**config.mk**
```make
export PLATFORM = sky130hd
export DESIGN_NAME = mma_alu
export DESIGN_NICKNAME = d
export VERILOG_FILES = /design/src/hw/rtl/mma_pkg.sv /design/src/hw/rtl/mma_alu.sv
export SDC_FILE = /design/constraint.sdc
export NUM_CORES = 1
export LEC_CHECK = 0
export BUFFER_PORTS_ARGS = -buffer_cell sky130_fd_sc_hd__buf_2
export CAP_MARGIN = 10
export CELL_PAD_IN_SITES_DETAIL_PLACEMENT = 1
export CELL_PAD_IN_SITES_GLOBAL_PLACEMENT = 1
export CORE_MARGIN = 2
export CORE_UTILIZATION = 30
export DETAILED_ROUTE_END_ITERATION = 10
export GPL_ROUTABILITY_DRIVEN = 0
export MAX_ROUTING_LAYER = met4
export PLACE_DENSITY_LB_ADDON = 0.12
export SLEW_MARGIN = 20
export SYNTH_ARGS = -nofsm -noshare
export SYNTH_HDL_FRONTEND = slang
export SYNTH_SLANG_ARGS = --single-unit
```
**constraint.sdc**
```tcl
create_clock -name clk -period 18.8 [get_ports clk]
set_input_delay 3.76 -clock clk [delete_from_list [all_inputs] [get_ports clk]]
set_output_delay 3.76 -clock clk [all_outputs]
set_load 0.02 [all_outputs]
```
**src/hw/rtl/mma_pkg.sv**
```systemverilog
// Shared types and constants for the memory-to-memory ALU machine.
// No dependencies; the top level and the ALU import this package.
`timescale 1ns / 1ps
`default_nettype none
package mma_pkg;
	localparam int MEM_WORDS = 256;
	localparam int AW = $clog2(MEM_WORDS);
	localparam int WORD_W = 32;
	localparam int CNT_W = $clog2(WORD_W);

	typedef enum logic [3:0] {
		CMD_ADD   = 4'd0,
		CMD_SUB   = 4'd1,
		CMD_MUL   = 4'd2,
		CMD_DIV   = 4'd3,
		CMD_POW   = 4'd4,
		CMD_READ  = 4'd5,
		CMD_WRITE = 4'd6,
		CMD_STORE = 4'd7
	} cmd_t;

	typedef enum logic [2:0] {
		STAT_DONE    = 3'd0,
		STAT_EMIT    = 3'd1,
		STAT_BADOP   = 3'd2,
		STAT_DIVZERO = 3'd3,
		STAT_HALTED  = 3'd4
	} status_t;

	typedef enum logic [1:0] {
		ST_IDLE,
		ST_DEC,
		ST_EXEC,
		ST_FIN
	} top_state_t;

	typedef enum logic [2:0] {
		ALU_IDLE,
		ALU_RUN,
		ALU_PCHK,
		ALU_FIX,
		ALU_DONE
	} alu_state_t;

	typedef struct packed {
		logic start;
		cmd_t op;
	} alu_ctl_t;

	function automatic logic [AW-1:0] addr_of(input logic [7:0] a);
		return AW'(a % MEM_WORDS);
	endfunction
endpackage
`default_nettype wire

```
**src/hw/rtl/mma_alu.sv**
```systemverilog
// Bit-serial arithmetic unit: add, sub, mul, div and power over 32-bit words.
// Depends on mma_pkg. One multiplier bit, quotient bit or sum bit per cycle.
`timescale 1ns / 1ps
`default_nettype none
module mma_alu
	import mma_pkg::*;
(
	input  wire logic              clk,
	input  wire logic              arst_n,
	input  wire alu_ctl_t          ctl,
	input  wire logic [WORD_W-1:0] a,
	input  wire logic [WORD_W-1:0] b,
	output logic                   done,
	output logic [WORD_W-1:0]      result
);
	alu_state_t state_q, state_d;
	cmd_t op_q;
	logic [CNT_W-1:0] cnt_q;
	logic [WORD_W-1:0] sh_x_q, sh_y_q, sh_z_q, p_q, p2_q, rem_q, r_q, bs_q, ex_q, res_q;
	logic c_q, neg_q;
	logic last;
	logic yb, sbit, cout;
	logic [WORD_W:0] rem_sh, rem_n;
	logic ge;
	logic [WORD_W-1:0] p_n, p2_n, a_mag, b_mag, pow_sp;

	assign last = (cnt_q == CNT_W'(WORD_W - 1));
	assign yb = (op_q == CMD_SUB) ? ~sh_y_q[0] : sh_y_q[0];
	assign sbit = sh_x_q[0] ^ yb ^ c_q;
	assign cout = (sh_x_q[0] & yb) | (sh_x_q[0] & c_q) | (yb & c_q);
	assign rem_sh = {rem_q, sh_x_q[WORD_W-1]};
	assign ge = rem_sh >= {1'b0, sh_y_q};
	assign rem_n = ge ? rem_sh - {1'b0, sh_y_q} : rem_sh;
	assign p_n = p_q + (sh_y_q[0] ? sh_x_q : '0);
	assign p2_n = p2_q + (sh_z_q[0] ? sh_x_q : '0);
	assign a_mag = a[WORD_W-1] ? -a : a;
	assign b_mag = b[WORD_W-1] ? -b : b;
	assign pow_sp = (a == WORD_W'(1)) ? WORD_W'(1) :
		(a == '1) ? (b[0] ? '1 : WORD_W'(1)) : '0;

	always_ff @(posedge clk or negedge arst_n) begin
		if (!arst_n) begin
			state_q <= ALU_IDLE;
		end else begin
			state_q <= state_d;
		end
	end

	always_comb begin
		state_d = state_q;
		case (state_q)
			ALU_IDLE: begin
				if (ctl.start) begin
					if (ctl.op == CMD_POW) begin
						state_d = b[WORD_W-1] ? ALU_DONE : ALU_PCHK;
					end else begin
						state_d = ALU_RUN;
					end
				end
			end
			ALU_RUN: begin
				if (last) begin
					state_d = (op_q == CMD_POW) ? ALU_PCHK : ALU_FIX;
				end
			end
			ALU_PCHK: begin
				state_d = (ex_q == '0) ? ALU_DONE : ALU_RUN;
			end
			ALU_FIX:  state_d = ALU_DONE;
			ALU_DONE: state_d = ALU_IDLE;
			default:  state_d = ALU_IDLE;
		endcase
	end

	always_ff @(posedge clk) begin
		case (state_q)
			ALU_IDLE: begin
				if (ctl.start) begin
					op_q <= ctl.op;
					cnt_q <= '0;
					p_q <= '0;
					rem_q <= '0;
					c_q <= (ctl.op == CMD_SUB);
					neg_q <= a[WORD_W-1] ^ b[WORD_W-1];
					sh_x_q <= (ctl.op == CMD_DIV) ? a_mag : a;
					sh_y_q <= (ctl.op == CMD_DIV) ? b_mag : b;
					r_q <= WORD_W'(1);
					bs_q <= a;
					ex_q <= b;
					res_q <= pow_sp;
				end
			end
			ALU_RUN: begin
				cnt_q <= cnt_q + CNT_W'(1);
				case (op_q)
					CMD_ADD, CMD_SUB: begin
						p_q <= {sbit, p_q[WORD_W-1:1]};
						c_q <= cout;
						sh_x_q <= sh_x_q >> 1;
						sh_y_q <= sh_y_q >> 1;
					end
					CMD_DIV: begin
						rem_q <= rem_n[WORD_W-1:0];
						sh_x_q <= {sh_x_q[WORD_W-2:0], ge};
					end
					default: begin
						// shift-add multiply; power runs both products at once
						p_q <= p_n;
						p2_q <= p2_n;
						sh_x_q <= sh_x_q << 1;
						sh_y_q <= sh_y_q >> 1;
						sh_z_q <= sh_z_q >> 1;
						if (op_q == CMD_POW && last) begin
							if (ex_q[0]) begin
								r_q <= p_n;
							end
							bs_q <= p2_n;
							ex_q <= ex_q >> 1;
						end
					end
				endcase
			end
			ALU_PCHK: begin
				if (ex_q == '0) begin
					res_q <= r_q;
				end else begin
					cnt_q <= '0;
					p_q <= '0;
					p2_q <= '0;
					sh_x_q <= bs_q;
					sh_y_q <= r_q;
					sh_z_q <= bs_q;
				end
			end
			ALU_FIX: begin
				if (op_q == CMD_DIV) begin
					res_q <= neg_q ? -sh_x_q : sh_x_q;
				end else begin
					res_q <= p_q;
				end
			end
			default: begin
			end
		endcase
	end

	assign done = (state_q == ALU_DONE);
	assign result = res_q;
endmodule
`default_nettype wire
```
# Word level (Yosys, flattened, before mapping)
# Cells that the tools add are included.
# word_totals
regBits	334
latch_bits	0
rom_bits	0
inputBits	71
mem_count	0
output_inout_bits	33
wordCells	135
mem_bits_rw	0
# classes
n_mux	60
n_mul	0
addsub	7
n_eq_ne	23
n_bitwise	9
n_shift	0
div_mod_pow	0
magnitude_cmp	1
n_reduce_logical	20
# op_table
operator	count
$mux 32	34
$pmux 32 s2	8
$pmux 32 s3	4
$neg 32->32	3
$add 32x32->32	2
$ge 33x32->1	1
$eq 32x1->1 const B	1
$eq 32x32->1 const B	1
$logic_not 32->1	1
$sub 32x32->32	1
$ne 2x2->1 const B	9
$mux 3	5
$pmux 5 s3	1
$reduce_and 3->1	5
$pmux 3 s4	1
$mux 5	2
$eq 4x1->1 const B	2
$eq 4x2->1 const B	2
$eq 4x3->1 const B	2
$reduce_and 4->1	2
$eq 3x2->1 const B	2
$reduce_bool 3->1	2
$add 5x1->5 const B	1
$eq 5x5->1 const B	1
17 further kinds	27

# Logic depth before layout (Yosys ltp)
# Gate-level depths: netlist (run 1).
# depth
depth_word	7
depth_mapped	13
ltp_nobuf	13

# Least setup slack after synthesis (run 1)
# Ideal clock, no wire load.
# synth_timing
path_type	input port to flip-flop
start	input port ctl[4] (netlist bit)
end	register p_q[0], enable pin
t_arrival_ps	10859
setup_slack_ps	7357
required_time_ps	18216
cell_stages	4
n_path_buf	0
setup_time_ps	584
cell_sequence	nand2_1 or2_2 a22oi_1 a21boi_0
# synth_between
elab_chain_cells	2
# synth_lines
item	line_no	text
start: declaration	mma_alu.sv:10	input wire alu_ctl_t ctl,
$ne 2x2->1 (no line)	n/a	
$reduce_and 4->1 (no line)	n/a	
end signal: assignment	mma_alu.sv:97	p_q <= {sbit, p_q[WORD_W-1:1]};
end signal: assignment	mma_alu.sv:108	p_q <= p_n;
end: declaration	mma_alu.sv:19	logic [WORD_W-1:0] sh_x_q, sh_y_q, sh_z_q, p_q, p2_q, rem_q, r_q, bs_q, ex_q, res_q;
# Every way passes these cells.
# A chain may end at the register's enable or synchronous reset.

# Worst setup path in the final report (run 1)
# layout_timing
start	input port b[5]
end	register sh_y_q[24] (data pin)
# layout_between
elab_chain_cells	5
# layout_lines
item	line_no	text
start: declaration	mma_alu.sv:12	input wire logic [WORD_W-1:0] b,
$neg 32->32	mma_alu.sv:37	assign b_mag = b[WORD_W-1] ? -b : b;
$mux 32	mma_alu.sv:37	
$mux 32	mma_alu.sv:86	sh_y_q <= (ctl.op == CMD_DIV) ? b_mag : b;
$mux 32	mma_alu.sv:78	if (ctl.start) begin
$pmux 32 s3	mma_alu.sv:76	case (state_q)
end signal: assignment	mma_alu.sv:86	
end signal: assignment	mma_alu.sv:100	sh_y_q <= sh_y_q >> 1;
end signal: assignment	mma_alu.sv:111	sh_y_q <= sh_y_q >> 1;
end: declaration	mma_alu.sv:19	
# Every way passes these cells. The select of a mux whose other input is x is not followed.

==> results of run 1 <==
metal layers:
metal / up-vias / GRT usage / part of all wire
li1: 8739 / - / -
met1: 8917 / 0.264 / 0.46
met2: 278 / 0.328 / 0.47
met3: 111 / 0.0204 / 0.029
met4: 0 / 0.0867 / 0.042
met5: - / - / 0
stage by stage:
step / area, µm² / power, mW
floorplan: 22200 / 3.94
global placement: 23700 / 4.87
detailed placement: 23700 / 4.93
CTS: 25200 / 5.82
global route: 25200 / 6.24
finish: 25200 / 5.75
worst paths after layout:
kind	slack, ns	start	to	depth (start not counted)
worst max-delay path	12.66	b[5]	sh_y_q[24]$_DFFE_PP_	9
max in group asynchronous	15.72	arst_n	state_q[0]$_DFFE_PN0P_	1
min in group asynchronous	2.96	arst_n	state_q[1]$_DFFE_PN0P_	1
worst min-delay path	0.52	sh_z_q[7]$_DFFE_PP_	sh_z_q[6]$_DFFE_PP_	2
worst max register to register	13.73	sh_z_q[0]$_DFFE_PP_	bs_q[30]$_DFFE_PP_	13
worst min register to register	0.52	sh_z_q[7]$_DFFE_PP_	sh_z_q[6]$_DFFE_PP_	2
cells by family after synthesis:
kind of cell    Yosys count
xor+xnor                173
fa+ha+maj               106
simple gates            852
compound gates          633
buf+inv                 212
flops                   334
mux                      64
worst register-to-register path, cell delays in order (launching register included):
cell and delay [ns]:
edfxtp_1 1.01, and2_1 0.25, ha_1 0.17, inv_1 0.06, fa_1 0.39, nor2b_1 0.12, o21ai_0 0.11, a21boi_0 0.48
o21ai_0 0.27, o31ai_1 0.84, a211oi_1 0.36, o31ai_1 0.43, xnor2_1 0.19, o21ai_0 0.11
sequential cells by signal (all words and copies together), names as in the netlist, 5 cells and up:
register  cells
rem_q        32
sh_y_q       32
p2_q         32
cnt_q         5
ex_q         32
sh_x_q       32
sh_z_q       32
result       32
r_q          32
p_q          32
bs_q         32
final cells by class:
| type | instances | area share |
|---|---|---|
| timing repair buffer | 131 | 0.0288 |
| clock buffer | 60 | 0.0495 |
| tap | 959 | 0.0477 |
| inverter | 80 | 0.0119 |
| multi-input combinational | 1828 | 0.456 |
| sequential | 334 | 0.398 |
| clock inverter | 22 | 0.00785 |
cell usage after synthesis, drive strengths merged (13+ instances only):
library cell,count
nand2,359
edfxtp,331
nor2,211
o21ai,205
a21oi,156
clkbuf,116
ha,102
xnor2,88
xor2,85
inv,80
and2,77
mux2i,63
a21o,47
a22oi,40
nand3,38
nor4,29
nand4,24
nor3,24
o211ai,24
o221ai,24
a211oi,19
nand2b,17
o21bai,17
o31ai,17
buf,16
a31oi,15
and3,14
o21a,14
or3,13
where the power goes:
| group | switching, mW | internal, mW |
|---|---|---|
| Clock | 0.351 | 0.506 |
| Sequential | 0.285 | 1.47 |
| Combinational | 2.03 | 1.11 |
| Total | 2.66 | 3.08 |
==> impl_metrics.ini, run 1 <==
[timing]
min_period_ns = 6.14
setup_ws_ns = 12.66
rsz0062_at_grt = false
worst_slew_pin_slew_ns = 1.04
fmax_ghz = 0.163
period_share = 0.327
drv_slew = 0
holdWs_ns = 0.515
setup_violations = 0
tns_ns = 0
finalClockSkew_ns = 0.0201
hold_violations = 0
slew_headroom = 0.304

[global_route]
grt_pass1_wl_um = 117000
grt_pass1_vias = 18800
grt_use_total = 0.205
antenna_found_initial = 0
grt_max_degree = 68
gr-total-overflow = 0

[synth]
synth-xor-area-share = 0.0682
synth_top_area_cell = edfxtp_1
yosys_warnings = 0
synth-seq-cells = 334
synth_cells = 2374
synthAdderAreaFrac = 0.0611
synth-edff-count = 331
synth_mux_area_frac = 0.0289
synth_compound_area_frac = 0.178
synthesis.nets = 2551
synth_top_area_frac = 0.447
synth_ff_type = edfxtp_1
synth_area_per_cell_um2 = 9.36
yosys.area_share.simple = 0.177
yosysSeqAreaShare = 0.451
ys_types = 78
synth_area_leaders = edfxtp_1 (45%), nand2_1 (6.1%), ha_1 (5.7%), o21ai_0 (4.6%), nor2_1 (3.6%)
netlist_area_um2 = 22200
async_flop_share = 0.00898
synth_top_family_by_area = compound AO/OA/AOI/OAI gates

[job]
drv_cap = 0

[routing]
detail_route.wl_per_cell_um = 22.5
firstDrtPassIters = 7
vias_per_cell = 5.29
first_iter_violations = 949
drc = 0
wl_um = 76900
dr_total_vias = 18000
antenna_left = 0

[finish]
diodes = 0
final_common_cell = nand2_1
final_util = 0.344
fin_nets = 2597
n_fill_cell = 8381
multi_input_area_um2 = 11500
drive_above_1_share = 0.0953
stdcell_count = 3414
final_cell_mix = nand2_1 (356), edfxtp_1 (331), nor2_1 (208)
syn_to_final_growth_pct = 13.3
seq_area_um2 = 10000

[cts]
cts_setup_buffers = 0
cts_hold_buf = 0
clk_latency_ns = 0.59
cts_num_sinks = 334
cts-root-buf = clkbuf_16
cts_buffers = 45
clk_transition_reported_paths_ns = 0.06
cts_resized = 0
cts_tree = yes
ctsLongestPathBuffers = 3
htree_num_levels = 2

[run_status]
status = completed

[pwr]
p_per_area_nw_per_um2 = 228
ir_worst_vdd_mv = 0.155
power_leakage_nw = 9.93

[placement]
place.port_buffers = 103
hpwl_um = 56800
place_ws_ns = 12.08
place_inst = 3332

[floorplanning]
io_pins = 104
start_util = 0.304
rows = 99
die_h_um = 276
core_um2 = 73100
die_w_um = 276
dieArea_um2 = 76200

[critical_path]
required_ns = 19.10
crit_family = simple AND/OR/NAND/NOR gates
worst_path_largest_cell_delay_ns = 0.51
worst_ep_arrival_time_ns = 6.44
critical_path_class = input port to flip-flop
cp-end-kind = flip-flop
crit_buf_inv = 1
critPathLaunchType = input port
worstPathMaxFanout = 5
cpMaxStageDelayCell = nor4_2
crit_chain = buf_2 -> nor4_2 -> nand3_1 -> or4_1 -> nor3_1 -> nor3b_1 -> a21oi_1 -> xnor2_1 -> o221ai_1

[worst_hold_path]
min_path_type = flip-flop to flip-flop
Power figures use the tool's default switching activity.
==> run 2: changes to the inputs <==
==> constraint.sdc (replaced) <==
create_clock -name clk -period 5 [get_ports clk]
set_input_delay 1 -clock clk [delete_from_list [all_inputs] [get_ports clk]]
set_output_delay 1 -clock clk [all_outputs]
set_load 0.02 [all_outputs]
==> impl_metrics.ini, run 2 (same netlist as run 1, synthesis figures left out) <==
[critical_path]
ff2ff_setup_slack_ns = 0.99
r2r_start = sh_y_q[0]$_DFFE_PP_
r2r_end = p_q[30]$_SDFFCE_PN0P_
critical_path_class = flip-flop to flip-flop
worst_ep_arrival_time_ns = 4.32
required_ns = 5.31
critPathLaunchType = flip-flop
cp-end-kind = flip-flop
worstPathMaxFanout = 12
worstSetupStartpoint = sh_y_q[0]$_DFFE_PP_
r2r.worst_path.cells = 14

[global_route]
grt_pass1_wl_um = 118000
grt_use_total = 0.206
grt_pass1_vias = 19000
antenna_found_initial = 2
gr-total-overflow = 0
grt_max_degree = 109

[job]
drv_cap = 0

[finish]
final_common_cell = nand2_1
final_util = 0.348
drive_above_1_share = 0.0994
diodes = 0
syn_to_final_growth_pct = 14.5
fin_nets = 2607
final_cell_mix = nand2_1 (356), edfxtp_1 (331), nor2_1 (209)

[placement]
place_ws_ns = 0.964
place.port_buffers = 103
hpwl_um = 56700

[cts]
cts_hold_buf = 0
cts_num_sinks = 334
cts_setup_buffers = 0
ctsLongestPathBuffers = 3
cts_tree = yes
cts_buffers = 47
cts_resized = 0
htree_num_levels = 2
clk_latency_ns = 0.60
clk_transition_reported_paths_ns = 0.06
cts-root-buf = clkbuf_16

[timing]
hold_violations = 0
fmax_ghz = 0.249
finalClockSkew_ns = 0.0230
tns_ns = 0
min_period_ns = 4.01
rsz0062_at_grt = false
setup_violations = 0
worst_slew_pin_slew_ns = 1.07
setup_ws_ns = 0.991
drv_slew = 0
slew_headroom = 0.283
period_share = 0.802

[pwr]
p_per_area_nw_per_um2 = 872
power_leakage_nw = 10.1
finalPower_mw = 22.2
ir_worst_vdd_mv = 0.544

[floorplanning]
io_pins = 104
start_util = 0.304
core_um2 = 73100
dieArea_um2 = 76200
die_w_um = 276
die_h_um = 276
rows = 99

[routing]
antenna_left = 0
firstDrtPassIters = 7
dr_total_vias = 18200
wl_um = 77900
first_iter_violations = 832
detail_route.wl_per_cell_um = 22.8
drc = 0
vias_per_cell = 5.32

[run_status]
status = completed

[worst_hold_path]
min_path_type = input port to asynchronous set/reset pin
-- run 2: changes by cell type in the layout (fill, tap and decap cells not counted), sizes merged --
cell / delta
buf: +8
clkinvlp: -4
bufinv: +6
inv: -1
clkbuf: -5
clkinv: +5
-- run 2: through the flow --
step / instances / area (µm²) / hold WS (ns)
CTS: 3423 / 25400 / 0.172
floorplan: 2374 / 22200 / 0.491
global placement: 3340 / 23800 / 0.496
global route: 3423 / 25400 / 0.178
detailed placement: 3340 / 23800 / 0.501
finish: 3423 / 25400 / 0.198
-- run 2: cell type report --
type                            instances  area (µm²)
Fill cell                            8345       47600
Multi-Input combinational cell       1828       11500
Sequential cell                       334       10000
Clock buffer                           55        1250
Tap cell                              959        1200
Timing Repair Buffer                  139         823
Clock inverter                         28         364
Inverter                               80         300
-- run 2: worst max path at each step --
stage                                  to  slack (ns)  depth (start not counted)
finish              p_q[30]$_SDFFCE_PN0P_        0.99                         14
CTS                 p_q[30]$_SDFFCE_PN0P_        0.95                         14
global route           bs_q[30]$_DFFE_PP_        0.71                         15
global placement       bs_q[30]$_DFFE_PP_        1.03                         15
detailed placement  p_q[30]$_SDFFCE_PN0P_        0.96                         14
floorplan            p_q[0]$_SDFFCE_PN0P_        0.10                          4
-- run 2: worst max-delay path, cell delays in order (launching register included) --
cell       delay [ns]
edfxtp_1         0.63
and2_1           0.20
ha_1             0.22
inv_1            0.08
fa_1             0.41
nor2b_1          0.16
o2111ai_1        0.15
a2111oi_0        0.46
buf_4            0.20
o21bai_1         0.12
a21oi_1          0.30
o211ai_1         0.23
o21ai_0          0.30
xnor2_1          0.19
o21ai_0          0.11
-- run 2: power by group --
group	internal (mW)	leakage [nW]	total, mW	switching, mW
registers	5.53	3.26	6.58	1.04
clock network	2.23	0.788	3.58	1.35
logic	4.26	6.03	12.0	7.77
-- run 2: per-layer routing --
layer  share of wire  vias to the layer above  routed length, µm  GRT usage
li1                -                     8743                  -          -
met1            0.46                     9135              36000      0.264
met2            0.48                      243              37300      0.340
met3           0.028                       94               2150     0.0225
met4           0.032                        0               2490     0.0692
met5               0                        -                  0          -
==> run 3: changes to the inputs <==
==> constraint.sdc (replaced) <==
create_clock -name clk -period 3.7 [get_ports clk]
set_input_delay 0.74 -clock clk [delete_from_list [all_inputs] [get_ports clk]]
set_output_delay 0.74 -clock clk [all_outputs]
set_load 0.02 [all_outputs]
==> impl_metrics.ini, run 3 (same netlist as run 1, synthesis figures left out) <==
[timing]
hold_violations = 0
period_share = 0.940
fmax_ghz = 0.287
slew_headroom = 0.405
finalClockSkew_ns = 0.0209
worst_slew_pin_slew_ns = 0.893
setup_violations = 0
drv_slew = 0
rsz0062_at_grt = false
min_period_ns = 3.48
holdWs_ns = 0.371

[global_route]
grt_use_total = 0.207
grt_pass1_vias = 19400
grt_pass1_wl_um = 120000
grt_max_degree = 83
antenna_found_initial = 0
gr-total-overflow = 0

[cts]
cts_buffers = 44
cts_tree = yes
ctsLongestPathBuffers = 3
cts-root-buf = clkbuf_16
clk_transition_reported_paths_ns = 0.05
htree_num_levels = 2
cts_num_sinks = 334
clk_latency_ns = 0.58

[critical_path]
crit_buf_inv = 3
cp-end-kind = flip-flop
worst_ep_arrival_time_ns = 3.79
ff2ff_setup_slack_ns = 0.22
required_ns = 4.01
r2r_end = p_q[31]$_SDFFCE_PN0P_
path_common_cell = buf_4
critPathLaunchType = flip-flop
crit_chain = buf_4 -> and2_1 -> ha_1 -> and3_1 -> and3_1 -> a211oi_2 -> buf_4 -> o22ai_1 -> a311oi_2 -> buf_4 -> a21oi_1 -> a221oi_2 -> xnor2_1 -> a21oi_1
crit_family = compound AO/OA/AOI/OAI gates
critical_path_class = flip-flop to flip-flop
worstPathMaxFanout = 18
r2r.worst_path.cells = 14
cpMaxStageDelayCell = edfxtp_1
r2r_start = sh_y_q[0]$_DFFE_PP_
worst_path_largest_cell_delay_ns = 0.43
cp.depth = 14

[finish]
diodes = 0
drive_above_1_share = 0.124
syn_to_final_growth_pct = 16.3
final_common_cell = nand2_1
final_cell_mix = nand2_1 (355), edfxtp_1 (331), nor2_1 (206)
final_util = 0.353
fin_nets = 2678
stdcell_count = 3490

[floorplanning]
dieArea_um2 = 76200
io_pins = 104
core_um2 = 73100
die_h_um = 276
die_w_um = 276
rows = 99
start_util = 0.304

[routing]
detail_route.wl_per_cell_um = 22.2
first_iter_violations = 1039
vias_per_cell = 5.26
dr_total_vias = 18400
antenna_left = 0
wl_um = 77600
drc = 0
firstDrtPassIters = 5

[pwr]
p_per_area_nw_per_um2 = 1160
ir_worst_vdd_mv = 0.566
power_leakage_nw = 10.3

[job]
drv_cap = 0

[run_status]
status = completed

[worst_hold_path]
min_path_type = input port to flip-flop
hold-path-cell-count = 1
min_from = ctl[3]
whs_endpoint = op_q[3]$_DFFE_PP_

[placement]
hpwl_um = 58800
place.port_buffers = 103
place_inst = 3413
## run 3: power breakdown
part | internal, mW | total (mW) | leakage, nW | switching, mW
combinational | 6.40 | 17.1 | 6.43 | 10.7
sequential | 7.45 | 8.71 | 3.26 | 1.26
clock | 2.43 | 4.14 | 0.646 | 1.71
## run 3: how the worst max path moves through the flow
stage                    startpoint                 endpoint  slack, ns
2_1_floorplan                ctl[4]     p_q[0]$_SDFFCE_PN0P_      -0.19
3_3_place_gp    sh_z_q[0]$_DFFE_PP_       bs_q[30]$_DFFE_PP_        0.1
3_5_place_dp    sh_z_q[0]$_DFFE_PP_       bs_q[30]$_DFFE_PP_       0.02
4_1_cts         sh_y_q[0]$_DFFE_PP_    p_q[30]$_SDFFCE_PN0P_       0.07
5_1_grt        sh_y_q[11]$_DFFE_PP_  rem_q[29]$_SDFFCE_PN0P_      0.006
6_report        sh_y_q[0]$_DFFE_PP_    p_q[31]$_SDFFCE_PN0P_       0.22
## run 3: area by class of cell
class                   instances  area, µm²
fillers                      8402      47300
multi-input cells            1828      11500
flip-flops and latches        334      10000
repair buffers                213       1440
well taps                     959       1200
clock buffers                  60       1180
inverters                      80        300
clock inverters                16        154
## run 3: repair_timing
action,in CTS,in global routing
pin swaps,0,2
hold buffers,1,0
buffers inserted,0,0
gates resized for setup,1,11
endpoints found under the setup margin,1,19
hold endpoints to repair,3,0
## run 3: layer usage
metal  vias to the layer above  wire (µm)  GRT usage
li1                       8875          -          -
met1                      9160      35700      0.265
met2                       240      38300      0.353
met3                        83       2190     0.0226
met4                         0       1420     0.0454
met5                         -          0          -
## run 3: stage by stage
step / setup TNS (ns) / cell area, µm² / power, mW / setup WS [ns]
floorplan: -16.68 / 22300 / 20.0 / -0.188
global placement: 0 / 24500 / 25.6 / 0.0992
detailed placement: 0 / 24500 / 26.0 / 0.0153
CTS: 0 / 25800 / 30.3 / 0.0660
global route: 0 / 25800 / 32.5 / 0.00550
finish: 0 / 25800 / 30.0 / 0.221
